--- src/rtl/hpmc_pkg.sv ---
`timescale 1ns / 1ps
// ----------------------------------------------------------------------------
// hpmc_pkg: shared types and constants of the half-pel predictor
// Row geometry, mode bit positions and the item that the front part hands to
// the back part through the queue.
// ----------------------------------------------------------------------------
package hpmc_pkg;

    localparam int MAX_ROW_PIXELS = 16;
    localparam int ROW_BYTES      = MAX_ROW_PIXELS + 1;
    localparam int NARROW_PIXELS  = 8;

    // Bit positions inside the mode field.
    localparam int MODE_BIT_HX  = 0;
    localparam int MODE_BIT_HY  = 1;
    localparam int MODE_BIT_AVG = 2;

    // Queue between front and back.
    localparam int QUEUE_DEPTH = 2;
    localparam int QPTR_W      = $clog2(QUEUE_DEPTH);
    localparam int QCNT_W      = $clog2(QUEUE_DEPTH + 1);

    typedef logic [ROW_BYTES-1:0][7:0]      t_row;
    typedef logic [MAX_ROW_PIXELS-1:0][7:0] t_pixels;

    typedef struct packed {
        logic [2:0] mode;
        logic       wide;
        t_row       cur;
        t_row       prev;
        t_pixels    dest;
    } t_work_item;

endpackage

--- src/rtl/hpmc_front.sv ---
`timescale 1ns / 1ps
// ----------------------------------------------------------------------------
// hpmc_front: row intake and classification
// Assembles the current reference row, keeps the previous row and hands a
// work item to the queue unless the row only primes the vertical store.
// ----------------------------------------------------------------------------
module hpmc_front
    import hpmc_pkg::*;
(
    input  logic        i_clk,
    input  logic        i_accept,
    input  logic [2:0]  i_mode,
    input  logic        i_wide,
    input  logic        i_first_row,
    input  logic [63:0] i_ref_low,
    input  logic [63:0] i_ref_high,
    input  logic [7:0]  i_ref_extra,
    input  logic [63:0] i_dest_low,
    input  logic [63:0] i_dest_high,
    output logic        o_push,
    output t_work_item  o_item
);

    t_row r_prev_row;
    t_row cur;

    always_comb begin
        for (int i = 0; i < NARROW_PIXELS; i++) begin
            cur[i] = i_ref_low[8*i +: 8];
        end
        for (int i = NARROW_PIXELS; i < MAX_ROW_PIXELS; i++) begin
            if (i_wide) begin
                cur[i] = i_ref_high[8*(i-NARROW_PIXELS) +: 8];
            end else if (i == NARROW_PIXELS) begin
                cur[i] = i_ref_extra;
            end else begin
                cur[i] = 8'h00;
            end
        end
        cur[MAX_ROW_PIXELS] = i_wide ? i_ref_extra : 8'h00;
    end

    // A narrow row rewrites entries 0..8 only; the rest keep older contents.
    always_ff @(posedge i_clk) begin
        if (i_accept) begin
            for (int i = 0; i < ROW_BYTES; i++) begin
                if (i_wide || i <= NARROW_PIXELS) begin
                    r_prev_row[i] <= cur[i];
                end
            end
        end
    end

    assign o_push = i_accept && !(i_mode[MODE_BIT_HY] && i_first_row);

    always_comb begin
        o_item.mode = i_mode;
        o_item.wide = i_wide;
        o_item.cur  = cur;
        o_item.prev = r_prev_row;
        o_item.dest = {i_dest_high, i_dest_low};
    end

endmodule

--- src/rtl/hpmc_queue.sv ---
`timescale 1ns / 1ps
// ----------------------------------------------------------------------------
// hpmc_queue: short work queue
// Holds classified rows between the front and the back so that each side
// can stall on its own.
// ----------------------------------------------------------------------------
module hpmc_queue
    import hpmc_pkg::*;
(
    input  logic       i_clk,
    input  logic       i_rst_n,
    input  logic       i_push,
    input  t_work_item i_item,
    input  logic       i_pop,
    output logic       o_full,
    output logic       o_empty,
    output t_work_item o_head
);

    t_work_item            r_mem [QUEUE_DEPTH];
    logic [QPTR_W-1:0]     r_wr_ptr;
    logic [QPTR_W-1:0]     r_rd_ptr;
    logic [QCNT_W-1:0]     r_count;
    logic [QPTR_W-1:0]     n_wr_ptr;
    logic [QPTR_W-1:0]     n_rd_ptr;
    logic [QCNT_W-1:0]     n_count;

    assign o_full  = (r_count == QCNT_W'(QUEUE_DEPTH));
    assign o_empty = (r_count == '0);
    assign o_head  = r_mem[r_rd_ptr];

    always_comb begin
        n_wr_ptr = r_wr_ptr;
        n_rd_ptr = r_rd_ptr;
        n_count  = r_count;
        if (i_push) begin
            n_wr_ptr = (r_wr_ptr == QPTR_W'(QUEUE_DEPTH - 1)) ? '0 : r_wr_ptr + 1'b1;
        end
        if (i_pop) begin
            n_rd_ptr = (r_rd_ptr == QPTR_W'(QUEUE_DEPTH - 1)) ? '0 : r_rd_ptr + 1'b1;
        end
        if (i_push && !i_pop) begin
            n_count = r_count + 1'b1;
        end else if (i_pop && !i_push) begin
            n_count = r_count - 1'b1;
        end
    end

    always_ff @(posedge i_clk) begin
        if (!i_rst_n) begin
            r_wr_ptr <= '0;
            r_rd_ptr <= '0;
            r_count  <= '0;
        end else begin
            r_wr_ptr <= n_wr_ptr;
            r_rd_ptr <= n_rd_ptr;
            r_count  <= n_count;
        end
    end

    always_ff @(posedge i_clk) begin
        if (i_push) begin
            r_mem[r_wr_ptr] <= i_item;
        end
    end

endmodule

--- src/rtl/hpmc_back.sv ---
`timescale 1ns / 1ps
// ----------------------------------------------------------------------------
// hpmc_back: interpolation and output register
// Forms the half-pel prediction of the queue head, optionally averages it
// with the destination row and holds the result until it is taken.
// ----------------------------------------------------------------------------
module hpmc_back
    import hpmc_pkg::*;
(
    input  logic        i_clk,
    input  logic        i_rst_n,
    input  logic        i_empty,
    input  t_work_item  i_head,
    output logic        o_pop,
    output logic        o_out_valid,
    input  logic        i_out_ready,
    output logic [63:0] o_pred_low,
    output logic [63:0] o_pred_high
);

    logic        r_out_valid;
    logic [63:0] r_pred_low;
    logic [63:0] r_pred_high;
    t_pixels     pred;
    logic        hx;
    logic        hy;
    logic        avg;

    assign hx  = i_head.mode[MODE_BIT_HX];
    assign hy  = i_head.mode[MODE_BIT_HY];
    assign avg = i_head.mode[MODE_BIT_AVG];

    always_comb begin
        logic [9:0] sum4;
        logic [8:0] sum2;
        logic [7:0] p;
        logic [8:0] sumd;
        for (int i = 0; i < MAX_ROW_PIXELS; i++) begin
            sum4 = {2'b00, i_head.cur[i]} + {2'b00, i_head.cur[i+1]}
                 + {2'b00, i_head.prev[i]} + {2'b00, i_head.prev[i+1]} + 10'd2;
            if (hy) begin
                sum2 = {1'b0, i_head.cur[i]} + {1'b0, i_head.prev[i]} + 9'd1;
            end else begin
                sum2 = {1'b0, i_head.cur[i]} + {1'b0, i_head.cur[i+1]} + 9'd1;
            end
            if (hx && hy) begin
                p = sum4[9:2];
            end else if (hx || hy) begin
                p = sum2[8:1];
            end else begin
                p = i_head.cur[i];
            end
            sumd = {1'b0, i_head.dest[i]} + {1'b0, p} + 9'd1;
            if (avg) begin
                p = sumd[8:1];
            end
            if (!i_head.wide && i >= NARROW_PIXELS) begin
                p = 8'h00;
            end
            pred[i] = p;
        end
    end

    assign o_pop = !i_empty && (!r_out_valid || i_out_ready);

    always_ff @(posedge i_clk) begin
        if (!i_rst_n) begin
            r_out_valid <= 1'b0;
        end else if (!r_out_valid || i_out_ready) begin
            r_out_valid <= !i_empty;
        end
    end

    always_ff @(posedge i_clk) begin
        if (o_pop) begin
            r_pred_low  <= pred[NARROW_PIXELS-1:0];
            r_pred_high <= pred[MAX_ROW_PIXELS-1:NARROW_PIXELS];
        end
    end

    assign o_out_valid = r_out_valid;
    assign o_pred_low  = r_pred_low;
    assign o_pred_high = r_pred_high;

endmodule

--- src/rtl/half_pel_motion_comp_predictor_core.sv ---
`timescale 1ns / 1ps
// ----------------------------------------------------------------------------
// half_pel_motion_comp_predictor_core: half-pel motion compensation predictor
// Copy, half-pel x, y and xy prediction of 8 or 16 pixel rows, in put or
// average-with-destination form, one reference row per transaction.
// ----------------------------------------------------------------------------
//
//  Channel   Handshake                    Payload
//  input     i_in_valid / o_in_ready      i_mode, i_wide, i_first_row, i_ref_*, i_dest_*
//  output    o_out_valid / i_out_ready    o_pred_low, o_pred_high
//
//  One row per cycle sustained while results are taken; a result is registered
//  in the queue by the front and then in the output register by the back.
//  The first row of a y or xy block updates the row store and gives no result.
//  A two-entry queue decouples intake from output; intake stalls only when
//  the queue is full behind a held result.
//  Reset clears the queue and the output valid; the row store is not cleared.
//
module half_pel_motion_comp_predictor_core
    import hpmc_pkg::*;
(
    input  logic        i_clk,
    input  logic        i_rst_n,
    input  logic        i_in_valid,
    output logic        o_in_ready,
    input  logic [2:0]  i_mode,
    input  logic        i_wide,
    input  logic        i_first_row,
    input  logic [63:0] i_ref_low,
    input  logic [63:0] i_ref_high,
    input  logic [7:0]  i_ref_extra,
    input  logic [63:0] i_dest_low,
    input  logic [63:0] i_dest_high,
    output logic        o_out_valid,
    input  logic        i_out_ready,
    output logic [63:0] o_pred_low,
    output logic [63:0] o_pred_high
);

    logic       accept;
    logic       push;
    logic       pop;
    logic       full;
    logic       empty;
    t_work_item item;
    t_work_item head;

    assign o_in_ready = !full;
    assign accept     = i_in_valid && !full;

    hpmc_front u_front (
        .i_clk       (i_clk),
        .i_accept    (accept),
        .i_mode      (i_mode),
        .i_wide      (i_wide),
        .i_first_row (i_first_row),
        .i_ref_low   (i_ref_low),
        .i_ref_high  (i_ref_high),
        .i_ref_extra (i_ref_extra),
        .i_dest_low  (i_dest_low),
        .i_dest_high (i_dest_high),
        .o_push      (push),
        .o_item      (item)
    );

    hpmc_queue u_queue (
        .i_clk   (i_clk),
        .i_rst_n (i_rst_n),
        .i_push  (push),
        .i_item  (item),
        .i_pop   (pop),
        .o_full  (full),
        .o_empty (empty),
        .o_head  (head)
    );

    hpmc_back u_back (
        .i_clk       (i_clk),
        .i_rst_n     (i_rst_n),
        .i_empty     (empty),
        .i_head      (head),
        .o_pop       (pop),
        .o_out_valid (o_out_valid),
        .i_out_ready (i_out_ready),
        .o_pred_low  (o_pred_low),
        .o_pred_high (o_pred_high)
    );

endmodule

--- config.mk ---
export PLATFORM = sky130hd
export DESIGN_NAME = half_pel_motion_comp_predictor_core
export DESIGN_NICKNAME = d
export VERILOG_FILES = /design/src/rtl/hpmc_pkg.sv /design/src/rtl/hpmc_front.sv /design/src/rtl/hpmc_queue.sv /design/src/rtl/hpmc_back.sv /design/src/rtl/half_pel_motion_comp_predictor_core.sv
export SDC_FILE = /design/constraint.sdc
export NUM_CORES = 2
export LEC_CHECK = 0
export BUFFER_PORTS_ARGS = -buffer_cell sky130_fd_sc_hd__buf_2
export CORE_MARGIN = 2
export CORE_UTILIZATION = 25
export CTS_CLUSTER_DIAMETER = 100
export DETAILED_ROUTE_END_ITERATION = 12
export SYNTH_ARGS = -nofsm -noshare
export SYNTH_HDL_FRONTEND = slang
export SYNTH_HIERARCHICAL = 1
export SYNTH_SLANG_ARGS = --single-unit
--- constraint.sdc ---
create_clock -name i_clk -period 30.3 [get_ports i_clk]
set_input_delay 6.06 -clock i_clk [delete_from_list [all_inputs] [get_ports i_clk]]
set_output_delay 6.06 -clock i_clk [all_outputs]
set_load 0.03 [all_outputs]
==> metrics.log <==
[metrics] outcome: completed
[metrics] std cell rows: approximately 200
[metrics] setup TNS after final layout: 0 ns
[metrics] Area contributors post-synth: edfxtp_1, ha_1, fa_1
[metrics] half-perimeter wire length after detailed placement: approximately 180000 um
[metrics] post-route antenna net violation count: 0
[metrics] count of yosys warnings during synthesis: 6
[metrics] number of pins exceeding their max-slew limit in the final report: 0
[metrics] classification of the worst-slack hold path: flop to flop
[metrics] WL final: 228000 um
[metrics] total number of clock tree sinks: roughly 1100
[metrics] synthesized flop and latch total: 1078
[metrics] Worst Path Arrival: approximately 10 ns
[metrics] worst slew slack as a fraction of its limit: a little under a tenth
[metrics] core area: between 0.2 and 0.3 mm^2
[metrics] top-area cell type share of the netlist area: between 40% and 50%
[metrics] most frequent CP cell: buf_4
[metrics] count of boundary I/O pins: 403
[metrics] unrepaired setup endpoints after global routing: false
[metrics] Post-Syn Nets: between 6000 and 7000
[metrics] DIE AREA: 0.288 mm^2
[metrics] synthesized area per cell: ~12 um^2
[metrics] clock root buffer: clkbuf_16
[metrics] Starting DRT DRC Count: approximately 3600
[metrics] Final Hold Fails: 0
[metrics] worst slack on hold paths: 0.435 ns
[metrics] number of failing setup endpoints in the final timing report: 0
[metrics] cts hold-fix bufs: 0
[metrics] initial antenna violation count: between 100 and 150
[metrics] global-route wire length before repair: between 300000 and 400000 um
[metrics] number of detailed-routing iterations run before antenna repair: 8
[metrics] final layout net count: 7158
[metrics] clock transition at the register clock pins on the worst setup and hold paths after CTS: 0.06 ns
[metrics] Multi-input gate area: ~0.034 mm^2
[metrics] top flip-flop cell by instance count after synthesis: edfxtp_1
[metrics] Period Utilization, post-route: roughly 33%
[metrics] fraction of registers with async set or reset after synthesis: 0%
[metrics] buffers from clock root to sink, at most: 3
[metrics] CTS-repair resized insts: 0
[metrics] list of cells traversed by the critical path: buf_2, nor2b_4, buf_4, a21boi_0, nor2b_4, buf_12, buf_4, buf_4
[metrics] number of maximum-capacitance violations: 0
[metrics] via total after detailed routing: 47200
[metrics] share of the yosys chip area belonging to registers: between 40% and 50%
[metrics] crit path capture type: flop
[metrics] number of global-route vias before repair: between 40000 and 50000
[metrics] area taken by flip-flops and latches: roughly 0.032 mm^2
[metrics] critical-path maximum fanout: around 150
[metrics] Initial Utilization: around a quarter
[metrics] final critical delay including setup and external delays: 9.87 ns
[metrics] CTS tree: built
[metrics] crit path buf inv count: 5
[metrics] Congestion Overflow GR: 0
[metrics] TritonCTS Buffers: between 100 and 150
[metrics] synthesized netlist cell count: a little under 6000
[metrics] Die Height: ~540 um
[metrics] Area Overhead vs Synth: 12.2%
[metrics] share of the core filled with cells: 28.2%
[metrics] number of levels in the clock H-tree: 3
[metrics] endpoint required time on the critical path: between 30 and 40 ns
[metrics] clk_skew: between 0.04 and 0.05 ns
[metrics] I/O Buffers: about 400
[metrics] fraction of final layout cells with drive strength greater than 1: a little under a fifth
[metrics] max frequency: between 100 and 150 MHz
[metrics] die width: ~540 um
[metrics] Tightest Pin Transition: approximately 1.3 ns
[metrics] placer congestion estimate: just over 0.9
[metrics] count of flip-flops with a built-in enable after synthesis: between 1000 and 1500
[metrics] post-detailed-route DRC marker count: 0
[metrics] delay of the slowest cell on the worst path: a little under 0.9 ns
[metrics] slowest stage cell, crit path: buf_4
[metrics] CP Launch Type: input port
[metrics] post-synthesis instance area: approximately 0.071 mm^2
[metrics] worst setup path category: input port to flop
[metrics] average wire per standard cell: between 20 and 25 um
[metrics] detailed-route vias per instance: about 4.7
[metrics] postcts setup bufs: 0
[metrics] distinct cell type count of the synthesized netlist: 97
[metrics] cell type group with the largest total delay on the critical path: buffers and inverters
[metrics] largest net degree at the start of global routing: about 150
[metrics] fill cell count: slightly below 30000
[metrics] insertion delay of the later-clocked pin in the worst-skew pair: between 0.7 and 0.8 ns
[metrics] GRT Total Usage: approximately 15%
[metrics] cell type with the largest total area after synthesis: edfxtp_1
## routing by layer
| layer | track usage [%] | share of wire [%] | vias to the layer above |
|---|---|---|---|
| li1 | - | - | 21600 |
| met1 | 21.3 | 46 | 23400 |
| met2 | 23.4 | 43 | 1643 |
| met3 | 3.27 | 6.8 | 403 |
| met4 | 5.43 | 3.7 | 68 |
| met5 | 0 | 0.19 | - |
## cells in the final DEF (no fill, tap or decap), drive strengths merged, types with 37 or more instances in the layout
cell type / netlist / final
a211oi: 53 / 53
a21boi: 42 / 42
a21o: 108 / 108
a21oi: 293 / 293
a31oi: 37 / 37
and2: 81 / 81
buf: 305 / 450
clkbuf: 42 / 139
clkinv: 1 / 56
edfxtp: 1072 / 1072
fa: 288 / 288
ha: 497 / 497
inv: 663 / 675
mux2: 446 / 446
mux2i: 43 / 43
mux4: 42 / 42
nand2: 262 / 262
nand3: 92 / 92
nor2: 333 / 333
nor2b: 38 / 38
nor3: 104 / 104
o211ai: 73 / 73
o21a: 45 / 45
o21ai: 161 / 161
or3: 53 / 53
xnor2: 170 / 170
xor2: 105 / 105
## synth_stat cells (all sizes together) (11+ instances only)
master      n
a211o      21
o21ai     161
nand2     262
nor2      333
nor4       12
and3       13
nand2b     24
o2111ai    11
a31o       13
buf       305
mux2      446
o21bai     27
a21oi     293
clkbuf     42
nand3      92
nor2b      38
ha        497
a41oi      17
a31oi      37
o31ai      27
or3        53
a2111oi    21
o21a       45
inv       663
edfxtp   1072
nor3      104
nand4b     16
a211oi     53
o32ai      11
a21o      108
fa        288
and2       81
a221oi     11
o211ai     73
xor2      105
xnor2     170
or2        23
a21boi     42
mux2i      43
mux4       42
and3b      12
o31a       17
## cell type report
| type | instances | share of cell area [%] |
|---|---|---|
| Multi-Input combinational cell | 3789 | 42.4 |
| Sequential cell | 1078 | 40.6 |
| Tap cell | 3743 | 5.89 |
| Clock buffer | 139 | 3.78 |
| Inverter | 664 | 3.13 |
| Timing Repair Buffer | 450 | 3.04 |
| Clock inverter | 81 | 1.10 |
| Antenna cell | 22 | 0.0692 |
## state kept, by name, indices dropped and copies added, names as in the netlist, named ones only
| register | count |
|---|---|
| u_back/o_out_valid | 1 |
| u_back/o_pred_high | 64 |
| u_back/o_pred_low | 64 |
| u_front/o_item | 136 |
| u_queue/r_count | 2 |
| u_queue/r_mem | 808 |
| u_queue/r_rd_ptr | 1 |
| u_queue/r_wr_ptr | 1 |
## worst paths after layout
kind,from,to,slack [ns],cells past startpoint
max,i_in_valid,u_queue/r_mem[0][297],20.43,8
min,u_front/o_item[204],u_queue/r_mem[1][204],0.44,0
max reg2reg,flop,u_back/o_pred_low[45],22.46,22
min reg2reg,u_front/o_item[204],u_queue/r_mem[1][204],0.44,0
## cells by family (layout without fill, tap and decap cells)
kind of cell             after synthesis  count (layout)  synth area share [%]
buffers and inverters               1011            1334                  7.01
AO/OA/AOI/OAI                       1089            1089                  10.5
other                                  0              22                     0
XOR/XNOR                             275             275                  3.40
flip-flops                          1078            1078                  45.6
multiplexers                         531             531                  9.05
AND/OR/NAND/NOR                     1109            1109                  7.58
adder cells (fa/ha/maj)              785             785                  16.9
## per-stage QoR
| stage | worst slack, ns | area [um^2] | cells |
|---|---|---|---|
| after detailed placement | 19.53 | 75600 | 9724 |
| after global routing | 20.19 | 79500 | 9950 |
| after global placement | 19.58 | 75600 | 9724 |
| after floorplan | 1.43 | 70900 | 5878 |
| after CTS | 20.35 | 79500 | 9944 |
| final | 20.43 | 79600 | 9966 |
## worst reg2reg max path: stages, from the launching register on
cell	delay (ns)
dfxtp_4	0.82
buf_4	0.73
buf_4	0.67
buf_4	0.56
mux2_2	0.49
inv_1	0.22
fa_1	0.47
fa_1	0.49
inv_1	0.04
ha_1	0.31
a21oi_1	0.20
nand2_1	0.12
a21o_1	0.21
xor2_1	0.14
mux4_2	0.53
ha_1	0.37
nor2b_1	0.15
o21ai_0	0.16
nand2b_1	0.11
a21o_1	0.19
a21oi_1	0.23
xnor2_1	0.09
mux2_2	0.26
Power is left out: the tool's default activity adds up to more than one toggle a clock period on the data nets, which glitch-free logic cannot reach.
